File: src/kmd_pkg.sv
// Shared types, codes and the fixed key table of the key-matrix decoder.
// No dependencies; imported by every module of the block.
`default_nettype none

package kmd_pkg;

  // Special table characters
  localparam logic [6:0] CH_ENTER = 7'h13;
  localparam logic [6:0] CH_BKSP  = 7'h1d;
  localparam logic [6:0] CH_FN    = 7'h14;
  localparam logic [6:0] CH_SHIFT = 7'h1c;

  // Navigation lane numbers (nav_held and deadline order)
  localparam logic [1:0] NAV_NEXT = 2'd0;
  localparam logic [1:0] NAV_PREV = 2'd1;
  localparam logic [1:0] NAV_UP   = 2'd2;
  localparam logic [1:0] NAV_DOWN = 2'd3;
  localparam int unsigned NAV_LANES = 4;

  // Bit positions in the per-poll pulse register
  localparam int unsigned PP_SEL = 4;
  localparam int unsigned PP_ESC = 5;
  localparam int unsigned PP_KEY = 6;
  localparam int unsigned PP_W   = 7;

  // Configuration registers
  localparam int unsigned CFG_IDX_W = 2;
  localparam logic [CFG_IDX_W-1:0] REG_REPEAT_START  = 2'd0;
  localparam logic [CFG_IDX_W-1:0] REG_REPEAT_PERIOD = 2'd1;
  localparam logic [15:0] RESET_REPEAT_START  = 16'd350;
  localparam logic [15:0] RESET_REPEAT_PERIOD = 16'd150;

  // Queue between front and back
  localparam int unsigned QUEUE_DEPTH = 2;
  localparam int unsigned QPTR_W      = $clog2(QUEUE_DEPTH);
  localparam int unsigned QCNT_W      = $clog2(QUEUE_DEPTH + 1);

  typedef enum logic [2:0] {
    CLS_DROP,
    CLS_FN,
    CLS_SHIFT,
    CLS_CHAR,
    CLS_POLL
  } kmd_class_e;

  typedef struct packed {
    logic [6:0] plain;
    logic [6:0] shifted;
    logic [6:0] alt;
  } kmd_cell_t;

  typedef struct packed {
    kmd_class_e  cls;
    kmd_cell_t   slot;
    logic        pressed;
    logic [31:0] now_ms;
    logic        select_held;
    logic        wake_swallow;
  } kmd_item_t;

  // Result payload, char_code in the lowest bits
  typedef struct packed {
    logic       any_press;
    logic       clear_keys;
    logic       key_pulse;
    logic       esc_pulse;
    logic       sel_pulse;
    logic       down_pulse;
    logic       up_pulse;
    logic       prev_pulse;
    logic       next_pulse;
    logic       fn_mod;
    logic [6:0] char_code;
  } kmd_result_t;

  typedef struct packed {
    logic       hit;
    logic [1:0] lane;
  } kmd_nav_t;

  // Fixed 8x16 key table; cells not listed are empty.
  function automatic kmd_cell_t key_cell(input logic [2:0] row, input logic [3:0] col);
    kmd_cell_t c;
    c = '{7'h00, 7'h00, 7'h00};
    case ({row, col})
      7'h00: c = '{7'h71, 7'h51, 7'h31};
      7'h01: c = '{7'h77, 7'h57, 7'h32};
      7'h02: c = '{7'h65, 7'h45, 7'h33};
      7'h03: c = '{7'h72, 7'h52, 7'h34};
      7'h04: c = '{7'h74, 7'h54, 7'h35};
      7'h05: c = '{7'h79, 7'h59, 7'h36};
      7'h06: c = '{7'h75, 7'h55, 7'h37};
      7'h07: c = '{7'h69, 7'h49, 7'h38};
      7'h08: c = '{7'h6f, 7'h4f, 7'h39};
      7'h09: c = '{7'h70, 7'h50, 7'h30};
      7'h10: c = '{7'h61, 7'h41, 7'h2a};
      7'h11: c = '{7'h73, 7'h53, 7'h2f};
      7'h12: c = '{7'h64, 7'h44, 7'h2b};
      7'h13: c = '{7'h66, 7'h46, 7'h2d};
      7'h14: c = '{7'h67, 7'h47, 7'h3d};
      7'h15: c = '{7'h68, 7'h48, 7'h3a};
      7'h16: c = '{7'h6a, 7'h4a, 7'h27};
      7'h17: c = '{7'h6b, 7'h4b, 7'h22};
      7'h18: c = '{7'h6c, 7'h4c, 7'h40};
      7'h19: c = '{CH_ENTER, CH_ENTER, CH_ENTER};
      7'h20: c = '{CH_FN, CH_FN, CH_FN};
      7'h21: c = '{7'h7a, 7'h5a, 7'h5f};
      7'h22: c = '{7'h78, 7'h58, 7'h24};
      7'h23: c = '{7'h63, 7'h43, 7'h3b};
      7'h24: c = '{7'h76, 7'h56, 7'h3f};
      7'h25: c = '{7'h62, 7'h42, 7'h21};
      7'h26: c = '{7'h6e, 7'h4e, 7'h2c};
      7'h27: c = '{7'h6d, 7'h4d, 7'h2e};
      7'h28: c = '{CH_SHIFT, CH_SHIFT, 7'h00};
      7'h29: c = '{CH_BKSP, CH_BKSP, CH_BKSP};
      7'h30: c = '{7'h20, 7'h20, 7'h20};
      default: c = '{7'h00, 7'h00, 7'h00};
    endcase
    return c;
  endfunction

  // d/a/w/s drive next/prev/up/down
  function automatic kmd_nav_t nav_decode(input logic [6:0] ch);
    kmd_nav_t n;
    n = '{1'b0, NAV_NEXT};
    case (ch)
      7'h64: n = '{1'b1, NAV_NEXT};
      7'h61: n = '{1'b1, NAV_PREV};
      7'h77: n = '{1'b1, NAV_UP};
      7'h73: n = '{1'b1, NAV_DOWN};
      default: n = '{1'b0, NAV_NEXT};
    endcase
    return n;
  endfunction

endpackage

`default_nettype wire

File: src/kmd_front.sv
// Front end: splits the event byte, finds the key table cell and classifies the item.
// Depends on kmd_pkg.
`default_nettype none

module kmd_front
  import kmd_pkg::*;
#(
  parameter int unsigned KEY_ROWS = 4,
  parameter int unsigned KEY_COLS = 10
) (
  input  wire logic        kind_i,
  input  wire logic [7:0]  event_code_i,
  input  wire logic [31:0] now_ms_i,
  input  wire logic        select_held_i,
  input  wire logic        wake_swallow_i,
  output kmd_item_t        item_o
);

  logic [6:0] key_num;
  logic [6:0] idx;
  logic [2:0] row;
  logic [3:0] col;
  logic       in_range;
  kmd_cell_t  slot;

  assign key_num = event_code_i[6:0];
  assign idx     = key_num - 7'd1;

  // Row and column by comparing against the row start offsets
  always_comb begin
    row = '0;
    col = idx[3:0];
    for (int r = 1; r < KEY_ROWS; r++) begin
      if (idx >= 7'(r * KEY_COLS)) begin
        row = 3'(r);
        col = 4'(idx - 7'(r * KEY_COLS));
      end
    end
  end

  // key number zero wraps idx to 127, caught by the explicit zero test
  assign in_range = (key_num != 7'd0) && ({1'b0, idx} < 8'(KEY_ROWS * KEY_COLS));
  assign slot     = key_cell(row, col);

  always_comb begin
    item_o.slot         = slot;
    item_o.pressed      = event_code_i[7];
    item_o.now_ms       = now_ms_i;
    item_o.select_held  = select_held_i;
    item_o.wake_swallow = wake_swallow_i;
    if (kind_i) begin
      item_o.cls = CLS_POLL;
    end else if (!in_range) begin
      item_o.cls = CLS_DROP;
    end else if (slot.plain == CH_FN) begin
      item_o.cls = CLS_FN;
    end else if (slot.plain == CH_SHIFT) begin
      item_o.cls = CLS_SHIFT;
    end else begin
      item_o.cls = CLS_CHAR;
    end
  end

endmodule

`default_nettype wire

File: src/kmd_queue.sv
// Short queue of classified items between front and back.
// Depends on kmd_pkg for the item type and depth.
`default_nettype none

module kmd_queue
  import kmd_pkg::*;
(
  input  wire logic      clk_i,
  input  wire logic      rst_ni,
  input  wire logic      push_valid_i,
  output logic           push_ready_o,
  input  wire kmd_item_t push_item_i,
  output logic           pop_valid_o,
  input  wire logic      pop_ready_i,
  output kmd_item_t      pop_item_o
);

  kmd_item_t         mem_q [QUEUE_DEPTH];
  logic [QPTR_W-1:0] wr_q, wr_d;
  logic [QPTR_W-1:0] rd_q, rd_d;
  logic [QCNT_W-1:0] cnt_q, cnt_d;
  logic              push, pop;

  assign push_ready_o = (cnt_q != QCNT_W'(QUEUE_DEPTH));
  assign pop_valid_o  = (cnt_q != '0);
  assign pop_item_o   = mem_q[rd_q];
  assign push         = push_valid_i && push_ready_o;
  assign pop          = pop_valid_o && pop_ready_i;

  always_comb begin
    wr_d  = wr_q;
    rd_d  = rd_q;
    cnt_d = cnt_q;
    if (push) begin
      wr_d = (wr_q == QPTR_W'(QUEUE_DEPTH - 1)) ? '0 : wr_q + QPTR_W'(1);
    end
    if (pop) begin
      rd_d = (rd_q == QPTR_W'(QUEUE_DEPTH - 1)) ? '0 : rd_q + QPTR_W'(1);
    end
    if (push && !pop) begin
      cnt_d = cnt_q + QCNT_W'(1);
    end else if (pop && !push) begin
      cnt_d = cnt_q - QCNT_W'(1);
    end
  end

  always_ff @(posedge clk_i or negedge rst_ni) begin
    if (!rst_ni) begin
      wr_q  <= '0;
      rd_q  <= '0;
      cnt_q <= '0;
    end else begin
      wr_q  <= wr_d;
      rd_q  <= rd_d;
      cnt_q <= cnt_d;
    end
  end

  always_ff @(posedge clk_i) begin
    if (push) begin
      mem_q[wr_q] <= push_item_i;
    end
  end

endmodule

`default_nettype wire

File: src/kmd_back.sv
// Back end: modifier latches, layer select, navigation repeat timers, poll summary
// and the result register. Holds the configuration registers. Depends on kmd_pkg.
`default_nettype none

module kmd_back
  import kmd_pkg::*;
(
  input  wire logic                 clk_i,
  input  wire logic                 rst_ni,
  input  wire logic                 cfg_valid_i,
  output logic                      cfg_ready_o,
  input  wire logic [CFG_IDX_W-1:0] cfg_index_i,
  input  wire logic [15:0]          cfg_data_i,
  input  wire logic                 item_valid_i,
  output logic                      item_ready_o,
  input  wire kmd_item_t            item_i,
  output logic                      res_valid_o,
  input  wire logic                 res_ready_i,
  output logic                      res_kind_o,
  output kmd_result_t               res_o
);

  logic [15:0]   start_q, period_q;
  logic          fn_q, fn_d;
  logic          shift_q, shift_d;
  logic          caps_q, caps_d;
  logic [3:0]    held_q, held_d;
  logic [31:0]   dl_q [NAV_LANES];
  logic [31:0]   dl_d [NAV_LANES];
  logic [PP_W-1:0] pulses_q, pulses_d;
  logic          out_valid_q, out_valid_d;
  logic          out_kind_q;
  kmd_result_t   out_q;

  logic          is_poll;
  logic          out_free;
  logic          pop;
  logic          produce;
  logic          emit_char;
  logic [6:0]    ch;
  kmd_nav_t      nav;
  logic [31:0]   dl_sum;
  logic [3:0]    hits;
  logic [PP_W-1:0] summ;
  kmd_result_t   res_d;

  assign cfg_ready_o = 1'b1;

  always_ff @(posedge clk_i or negedge rst_ni) begin
    if (!rst_ni) begin
      start_q  <= RESET_REPEAT_START;
      period_q <= RESET_REPEAT_PERIOD;
    end else if (cfg_valid_i) begin
      if (cfg_index_i == REG_REPEAT_START) begin
        start_q <= cfg_data_i;
      end else if (cfg_index_i == REG_REPEAT_PERIOD) begin
        period_q <= cfg_data_i;
      end
    end
  end

  assign is_poll  = (item_i.cls == CLS_POLL);
  assign out_free = !out_valid_q || res_ready_i;

  // Layer select: fn over shift^caps over plain
  always_comb begin
    if (fn_q) begin
      ch = item_i.slot.alt;
    end else if (shift_q != caps_q) begin
      ch = item_i.slot.shifted;
    end else begin
      ch = item_i.slot.plain;
    end
  end

  assign nav       = nav_decode(ch);
  assign emit_char = (item_i.cls == CLS_CHAR) && item_i.pressed && !item_i.wake_swallow
                     && (ch != 7'd0);
  assign produce   = is_poll || emit_char;
  assign pop       = item_valid_i && (!produce || out_free);
  assign item_ready_o = !produce || out_free;

  // One adder serves both the press deadline and the repeat reload
  assign dl_sum = item_i.now_ms + {16'd0, (is_poll ? period_q : start_q)};

  always_comb begin
    for (int i = 0; i < NAV_LANES; i++) begin
      hits[i] = is_poll && held_q[i] && (item_i.now_ms >= dl_q[i]);
    end
  end

  assign summ = pulses_q | {3'd0, hits};

  always_comb begin
    fn_d     = fn_q;
    shift_d  = shift_q;
    caps_d   = caps_q;
    held_d   = held_q;
    pulses_d = pulses_q;
    for (int i = 0; i < NAV_LANES; i++) begin
      dl_d[i] = dl_q[i];
    end
    if (pop) begin
      unique case (item_i.cls)
        CLS_FN: begin
          fn_d = !fn_q;
        end
        CLS_SHIFT: begin
          shift_d = item_i.pressed;
          if (fn_q && item_i.pressed) begin
            caps_d = !caps_q;
          end
        end
        CLS_CHAR: begin
          if (emit_char) begin
            pulses_d[PP_KEY] = 1'b1;
            if (ch == CH_BKSP) pulses_d[PP_ESC] = 1'b1;
            if (ch == CH_ENTER) pulses_d[PP_SEL] = 1'b1;
            if (nav.hit) begin
              pulses_d[nav.lane] = 1'b1;
              dl_d[nav.lane]     = dl_sum;
            end
          end
          // held flag follows the key even when the press is swallowed
          if (nav.hit) begin
            held_d[nav.lane] = item_i.pressed;
          end
        end
        CLS_POLL: begin
          pulses_d = '0;
          for (int i = 0; i < NAV_LANES; i++) begin
            if (hits[i]) dl_d[i] = dl_sum;
          end
        end
        default: begin
        end
      endcase
    end
  end

  always_comb begin
    res_d = '0;
    if (is_poll) begin
      res_d.next_pulse = summ[NAV_NEXT];
      res_d.prev_pulse = summ[NAV_PREV];
      res_d.up_pulse   = summ[NAV_UP];
      res_d.down_pulse = summ[NAV_DOWN];
      res_d.sel_pulse  = summ[PP_SEL];
      res_d.esc_pulse  = summ[PP_ESC];
      res_d.key_pulse  = summ[PP_KEY];
      res_d.clear_keys = !(summ[PP_KEY] || (summ[3:0] != 4'd0));
      res_d.any_press  = (summ != '0);
    end else begin
      res_d.char_code = ch;
      res_d.fn_mod    = item_i.select_held;
    end
  end

  always_comb begin
    out_valid_d = out_valid_q;
    if (out_free) begin
      out_valid_d = pop && produce;
    end
  end

  always_ff @(posedge clk_i or negedge rst_ni) begin
    if (!rst_ni) begin
      fn_q        <= 1'b0;
      shift_q     <= 1'b0;
      caps_q      <= 1'b0;
      held_q      <= '0;
      pulses_q    <= '0;
      out_valid_q <= 1'b0;
      for (int i = 0; i < NAV_LANES; i++) begin
        dl_q[i] <= '0;
      end
    end else begin
      fn_q        <= fn_d;
      shift_q     <= shift_d;
      caps_q      <= caps_d;
      held_q      <= held_d;
      pulses_q    <= pulses_d;
      out_valid_q <= out_valid_d;
      for (int i = 0; i < NAV_LANES; i++) begin
        dl_q[i] <= dl_d[i];
      end
    end
  end

  always_ff @(posedge clk_i) begin
    if (pop && produce) begin
      out_kind_q <= is_poll;
      out_q      <= res_d;
    end
  end

  assign res_valid_o = out_valid_q;
  assign res_kind_o  = out_kind_q;
  assign res_o       = out_q;

`ifndef ASSERT_OFF
  a_poll_clears_pulses : assert property (@(posedge clk_i) disable iff (!rst_ni)
    pop && is_poll |=> pulses_q == '0)
    else $error("pulse register not cleared after summary");

  a_char_sets_key : assert property (@(posedge clk_i) disable iff (!rst_ni)
    pop && emit_char |=> pulses_q[PP_KEY])
    else $error("character emitted without key pulse");

  a_caps_only_on_shift : assert property (@(posedge clk_i) disable iff (!rst_ni)
    !$stable(caps_q) |-> $past(pop && item_i.cls == CLS_SHIFT && fn_q))
    else $error("caps lock changed without fn+shift");

  a_no_overwrite : assert property (@(posedge clk_i) disable iff (!rst_ni)
    out_valid_q && !res_ready_i |=> out_valid_q && $stable(out_q))
    else $error("pending result overwritten");

  a_summary_no_char : assert property (@(posedge clk_i) disable iff (!rst_ni)
    out_valid_q && out_kind_q |-> out_q.char_code == 7'd0 && !out_q.fn_mod)
    else $error("summary carries character data");
`endif

endmodule

`default_nettype wire

File: src/keymatrix_decode_autorepeat.sv
// Top level of the key-matrix decoder with navigation auto-repeat.
// Depends on kmd_pkg, kmd_front, kmd_queue and kmd_back.
`default_nettype none

// Takes one item per clock on the input stream while the queue has room, and gives at
// most one result per item. A classified item waits in a two-entry queue; the back
// end retires one queued item per cycle, so sustained throughput is one item per
// clock whenever the output side takes results as fast. An accepted item is
// registered in the queue, then its result in the result register. Items that give
// no result (dropped codes, fn, shift, swallowed or released keys) retire even while
// a result waits to be taken. tuser on the input is the item kind (1 = end of poll);
// tuser on the output is the result kind (1 = poll summary, 0 = character).
// Navigation deadlines are plain unsigned 32-bit compares, so a time wrap is not
// handled. Configuration must be written only while the block is idle; the block
// does not enforce it. Writes to an index past the second register are ignored.
module keymatrix_decode_autorepeat
  import kmd_pkg::*;
#(
  parameter int unsigned KEY_ROWS = 4,
  parameter int unsigned KEY_COLS = 10
) (
  input  wire logic                 clk_i,
  input  wire logic                 rst_ni,
  // configuration write channel
  input  wire logic                 cfg_valid_i,
  output logic                      cfg_ready_o,
  input  wire logic [CFG_IDX_W-1:0] cfg_index_i,
  input  wire logic [15:0]          cfg_data_i,
  // input stream
  input  wire logic                 s_axis_tvalid,
  output logic                      s_axis_tready,
  // event_code[7:0], now_ms[39:8], select_held[40], wake_swallow[41], zero fill
  input  wire logic [47:0]          s_axis_tdata,
  // kind[0]
  input  wire logic                 s_axis_tuser,
  // result stream
  output logic                      m_axis_tvalid,
  input  wire logic                 m_axis_tready,
  // char_code[6:0], fn_mod[7], next_pulse[8], prev_pulse[9], up_pulse[10],
  // down_pulse[11], sel_pulse[12], esc_pulse[13], key_pulse[14], clear_keys[15],
  // any_press[16], zero fill
  output logic [23:0]               m_axis_tdata,
  // result_kind[0]
  output logic                      m_axis_tuser
);

  kmd_item_t   front_item;
  kmd_item_t   queue_item;
  logic        queue_valid;
  logic        back_ready;
  kmd_result_t result;

  // Front: pure decode, the queue registers it
  kmd_front #(
    .KEY_ROWS (KEY_ROWS),
    .KEY_COLS (KEY_COLS)
  ) u_front (
    .kind_i         (s_axis_tuser),
    .event_code_i   (s_axis_tdata[7:0]),
    .now_ms_i       (s_axis_tdata[39:8]),
    .select_held_i  (s_axis_tdata[40]),
    .wake_swallow_i (s_axis_tdata[41]),
    .item_o         (front_item)
  );

  kmd_queue u_queue (
    .clk_i        (clk_i),
    .rst_ni       (rst_ni),
    .push_valid_i (s_axis_tvalid),
    .push_ready_o (s_axis_tready),
    .push_item_i  (front_item),
    .pop_valid_o  (queue_valid),
    .pop_ready_i  (back_ready),
    .pop_item_o   (queue_item)
  );

  // Back: state update and result register
  kmd_back u_back (
    .clk_i        (clk_i),
    .rst_ni       (rst_ni),
    .cfg_valid_i  (cfg_valid_i),
    .cfg_ready_o  (cfg_ready_o),
    .cfg_index_i  (cfg_index_i),
    .cfg_data_i   (cfg_data_i),
    .item_valid_i (queue_valid),
    .item_ready_o (back_ready),
    .item_i       (queue_item),
    .res_valid_o  (m_axis_tvalid),
    .res_ready_i  (m_axis_tready),
    .res_kind_o   (m_axis_tuser),
    .res_o        (result)
  );

  assign m_axis_tdata = {7'd0, result};

endmodule

`default_nettype wire

File: config.mk
export PLATFORM = sky130hd
export DESIGN_NAME = keymatrix_decode_autorepeat
export DESIGN_NICKNAME = d
export VERILOG_FILES = /design/src/kmd_pkg.sv /design/src/kmd_front.sv /design/src/kmd_queue.sv /design/src/kmd_back.sv /design/src/keymatrix_decode_autorepeat.sv
export SDC_FILE = /design/constraint.sdc
export NUM_CORES = 1
export LEC_CHECK = 0
export ABC_AREA = 1
export BUFFER_PORTS_ARGS = -buffer_cell sky130_fd_sc_hd__buf_2
export CAP_MARGIN = 20
export CORE_UTILIZATION = 40
export CTS_BUF_LIST = sky130_fd_sc_hd__clkbuf_4
export DETAILED_ROUTE_END_ITERATION = 10
export HOLD_SLACK_MARGIN = 0.08
export PLACE_DENSITY = 0.58
export SLEW_MARGIN = 0
export SYNTH_ARGS = -nofsm -noshare
export SYNTH_HDL_FRONTEND = slang
export SYNTH_HIERARCHICAL = 1
export SYNTH_SLANG_ARGS = --single-unit
export TNS_END_PERCENT = 20
File: constraint.sdc
create_clock -name clk_i -period 7.3 [get_ports clk_i]
set_input_delay 0.73 -clock clk_i [delete_from_list [all_inputs] [get_ports clk_i]]
set_output_delay 0.73 -clock clk_i [all_outputs]
set_load 0.03 [all_outputs]
# --- Word-level counts from Yosys, hierarchy flattened ---
# Memory sizes are Yosys's and may differ from the RTL's.
# Index checks and enable logic that the tools add are counted.
word_totals:
  ff_bits: 197
  mem_bits_rw: 118
  rom_bits: 1344
  input_bits: 72
  out_inout_bits: 28
  word_cells: 177
  n_memories: 2
memory_table:
  columns: ["name", "words", "width", "rd", "rd_clocked_by_memory_dff", "write_ports", "line", "rtl"]
  rows:
  - ["(name not given)", 64, 21, 1, 0, 0, "kmd_pkg.sv:85", "case ({row, col})"]
  - ["u_queue.mem_q", 2, 59, 1, 0, 1, "kmd_queue.sv:18", "kmd_item_t mem_q [QUEUE_DEPTH];"]
op_classes:
  addsub: 9
  magnitude_cmp: 13
  eq_ne: 21
  mux: 47
  n_bitwise: 4
  n_reduce_logical: 53
ops:
  columns: ["cell", "n"]
  rows:
  - ["$mux 128", 2]
  - ["$pmux 128 s2", 1]
  - ["$mux 32", 5]
  - ["$bwmux 128", 1]
  - ["$ge 32x32->1", 4]
  - ["$demux 32 s2", 1]
  - ["$add 32x16->32", 1]
  - ["$eq 7x5->1 const B", 4]
  - ["$eq 7x7->1 const B", 4]
  - ["$mux 7", 4]
  - ["$logic_and 1x1->1", 21]
  - ["$mux 21", 1]
  - ["$reduce_bool 7->1", 3]
  - ["$reduce_and 5->1", 4]
  - ["$mux 1", 16]
  - ["$mux 16", 1]
  - ["$ge 7x5->1 const B", 2]
  - ["$or 7x4->7", 2]
  - ["$pmux 7 s2", 1]
  - ["$mux 4", 3]
  - ["$pmux 3 s4", 1]
  - ["$reduce_and 3->1", 4]
  - ["$ne 2x2->1 const B", 5]
  - ["$mux 3", 3]
  - ["other kinds (31)", 53]

# --- Depth between registers and ports, before layout ---
logic_depth:
  depth_word: 14
  depth_mapped: 30
  ltp_nobuf: 30

# --- Cells and area by module ---
# The synthesis kept the hierarchy.
modules_own_cells:
  columns: ["mod", "n_inst", "cells_each", "area_per_inst_um2", "seq_area_each_um2"]
  rows:
  - ["kmd_back", 1, 1676, 12708.4, 4932.2]
  - ["kmd_queue", 1, 337, 4569.4, 3643.5]
  - ["kmd_front", 1, 279, 1630.3, 0.0]
  - ["keymatrix_decode_autorepeat", 1, 8, 56.3, 0.0]

# --- Least setup slack after synthesis ---
# Ideal clock, no wire load.
synth_timing:
  kind: "input -> register"
  startpoint: "input s_axis_tdata[0]"
  endpoint: "memory u_queue/mem_q[0][56] in the netlist's numbering, data pin"
  setup_time_ns: 0.252
  arrival_time_ns: 3.537
  required_ns: 7.048
  path_slack_ns: 3.511
  cell_stages: 28
  path_buffers: 0
  path_cell_list: "inv_2 ha_1 xor2_1 inv_1 ha_1 nand2_1 nand3_1 nor2_1 nand2_2 nand2_4 nand2_2 nand2_1 nand2_1 inv_1 ha_1 inv_1 nand3_1 nand2_1 nand2_1 nand2_1 nand2_1 nand2_1 nand2_1 nand2_1 nor2_2 nand3_1 nand2_1 inv_1"
synth_rtl:
  columns: ["element", "line", "rtl"]
  rows:
  - ["start, declared", "keymatrix_decode_autorepeat.sv:33", "input wire logic [47:0] s_axis_tdata,"]
  - ["end, declared", "kmd_queue.sv:18", null]

==> flow_summary.ini <==
[power]
peakVddDrop_uv = 202
p_per_area_mw_per_mm2 = 431
leakagePower_uw = 0.0104
p_total_uw = 9100

[run_status]
status = complete, no violations

[critical_path]
cp.arrival_ns = 5.64
rr_worst_depth = 22
criticalPathCategory = reg2reg
crit_fanout = 60
cp_data_required_time_ns = 7.98
end_kind = flip-flop
crit_path_start_kind = flip-flop

[layout]
area_delta_synth_final_pct = 11.5
fin_nets = 2653
drive_above_1_share_pct = 13.2
final_common_cell = nand2_1
final_cell_mix = nand2_1, inv_1, dfrtp_1

[global_routing]
grt_overflow = 0
grt_max_degree = 70
antenna_found_initial = 2
grt_pass1_vias = 14503
grt_usage_pct = 20.5
grt_pass1_wl_um = 76600

[synthesis]
synth_area_per_cell_um2 = 8.25
yosysWarningCount = 6
synth_flop_cell = dfrtp_1
synthArstFlopShare_pct = 56.8
postSynthCellCount = 2300
synthSimpleGateAreaFrac_pct = 25.2
muxShareOfSynthArea_pct = 0
ys_types = 56
synth-adder-area-share_pct = 10.6
netlist_area_mm2 = 0.0190
synth_top_family_by_area = simple AND/OR/NAND/NOR gates
synth_xor_area_share_pct = 1.25
yosysSeqAreaShare_pct = 45.2
ys_ff_latch = 315
synth_edf_count = 136
synth_compound_area_share_pct = 7.80

[drt]
drtAntennaViolNets = 0
viasPerCell = 4.85
route.detailed.drc = 0
drtPass1Iterations = 5
drt-initial-drc-count = 973
vias = 15070
wire_per_inst_um = 15.5
routed_wl_um = 48000

[clock_tree]
clk_pin_slew_ns = 0.06
h-tree-depth = 3
cts_tree = done
ctsResizeCount = 0
clock-sinks = 315
cts.path.max_buffers = 3
clock_latency_ns = 0.84
cts_root_buffer = clkbuf_4
cts_buffers = 89
cts_setup_buffers = 0
hold_buffers = 35

[placed_design]
pre_cts_ws_ns = 2.16
dpl.hpwl_um = 34100
place_congestion = 0.884
port_buffers = 85

[timing]
slew_headroom_pct = 36.4
finClkSkew_ns = 0.0705
setup_ws_ns = 2.35
rsz0062_at_grt = no
final-setup-viol-count = 0
fin_crit_ns = 4.95
tns_ns = 0
maxSlewViolCount = 0
hold_viol_final = 0
max_freq_ghz = 0.202
worstMarginPinSlew_ns = 0.952
fin_crit_sh_pct = 67.9

[floorplan]
die_w_um = 220
boundaryPins = 100
core_mm2 = 0.0467
die_height_um = 220
die_area_mm2 = 0.0483
start_util_pct = 40.6
rows = 79

[min_path]
hold_depth = 1
hp-class = in2reg

[flow_run]
cap_violations = 0
## final timing paths
kind | from | endpoint | slack [ns]
setup / recovery | u_queue/rd_q | u_back/dl_q[28] | 2.35
hold / removal | s_axis_tdata[36] | u_queue/mem_q[0][30] | 0.13
setup reg to reg | u_queue/rd_q | u_back/dl_q[28] | 2.35
hold reg to reg | u_back/dl_q[109] | u_back/dl_q[109] | 0.47
max in group asynchronous | rst_ni | u_back/dl_q[94] | 5.52
min in group asynchronous | rst_ni | u_back/dl_q[73] | 0.46
## metrics by stage
stage                     hold WS [ns]  instance area (um^2)  utilization (%)  cells
final                            0.131                 21100             45.3   3106
after global routing            0.0595                 21100             45.3   3106
after CTS                       0.0815                 21000             45.1   3096
after detailed placement         0.458                 19500             41.7   2898
after global placement           0.453                 19500             41.7   2898
after floorplan                  0.434                 19000                -   2306
## cells in the mapped netlist (6+ instances only)
master,instances,share of area [%]
a21oi_1,91,2.4
buf_2,17,0.45
buf_4,59,2.3
buf_6,18,1.1
clkbuf_1,14,0.28
dfrtp_1,169,22
dfstp_2,10,1.4
edfxtp_1,136,22
ha_1,159,10
inv_1,268,5.3
inv_2,10,0.20
nand2_1,765,15
nand2_2,25,0.82
nand2_4,6,0.36
nand3_1,123,3.2
nand3_2,6,0.32
nand3b_1,16,0.63
nand4_1,23,0.76
nor2_1,124,2.5
nor2_2,9,0.30
nor3_1,16,0.42
o21a_1,10,0.40
o21ai_0,86,2.3
o21ai_1,63,1.7
o21bai_1,6,0.24
or2_2,6,0.20
xnor2_1,10,0.46
xor2_1,17,0.79
## per-layer routing
layer | GRT usage, % | up-vias | routed length (um)
met4 | 6.71 | 0 | 1050
met3 | 3.70 | 83 | 1950
li1 | - | 7698 | -
met2 | 34.8 | 312 | 23600
met5 | 0 | - | 0
met1 | 26.3 | 6977 | 21400
## state kept, by name, summed over array words and instances, names as in the netlist
register	cells
u_queue/wr_q	1
u_back/shift_q	1
u_back/res_o	17
u_back/res_valid_o	1
u_back/fn_q	1
u_back/dl_q	128
u_queue/rd_q	1
u_back/res_kind_o	1
u_back/start_q	16
u_back/caps_q	1
u_back/pulses_q	7
u_queue/mem_q	118
u_back/period_q	16
u_queue/cnt_q	2
u_back/held_q	4
## cell type report
type	instances	area, um^2
tap	607	759
fill	4675	25500
clock inverter	39	298
timing repair buffer	135	951
inverter	280	1060
clock buffer	124	931
sequential	315	8580
multi-input combinational	1600	8550
antenna	6	15.0
## worst max-delay path, cell delays in order (launching register included)
cell and delay (ns):
dfrtp_2 0.72, inv_8 0.28, nand2_1 0.13, nand2_1 0.13, inv_1 0.12, nor3_4 0.05, inv_1 0.36, buf_4 0.32
nand2_1 0.07, nand2_1 0.06, ha_1 0.18, fa_1 0.22, nand2_1 0.07, nand2_1 0.06, o21ai_0 0.21, o21ai_0 0.50
nand2_1 0.18, a21boi_0 0.60, nand2_1 0.10, nand2_1 0.09, nand2_1 0.12, nand3_1 0.10, nand2_1 0.06
## power by group
group | total (uW) | switching [uW] | internal [uW]
Sequential | 2710 | 251 | 2450
Clock | 1770 | 796 | 971
Combinational | 4630 | 3160 | 1470
Total | 9100 | 4210 | 4890
## cells by family (layout without fill, tap and decap cells)
family	Yosys count	after routing
xor+xnor	27	27
other cells	2	14
buf+inv	391	578
flops	315	315
simple gates	1130	1130
fa+ha+maj	160	160
compound gates	275	275
Note: power is estimated with default switching activity, not from simulation.
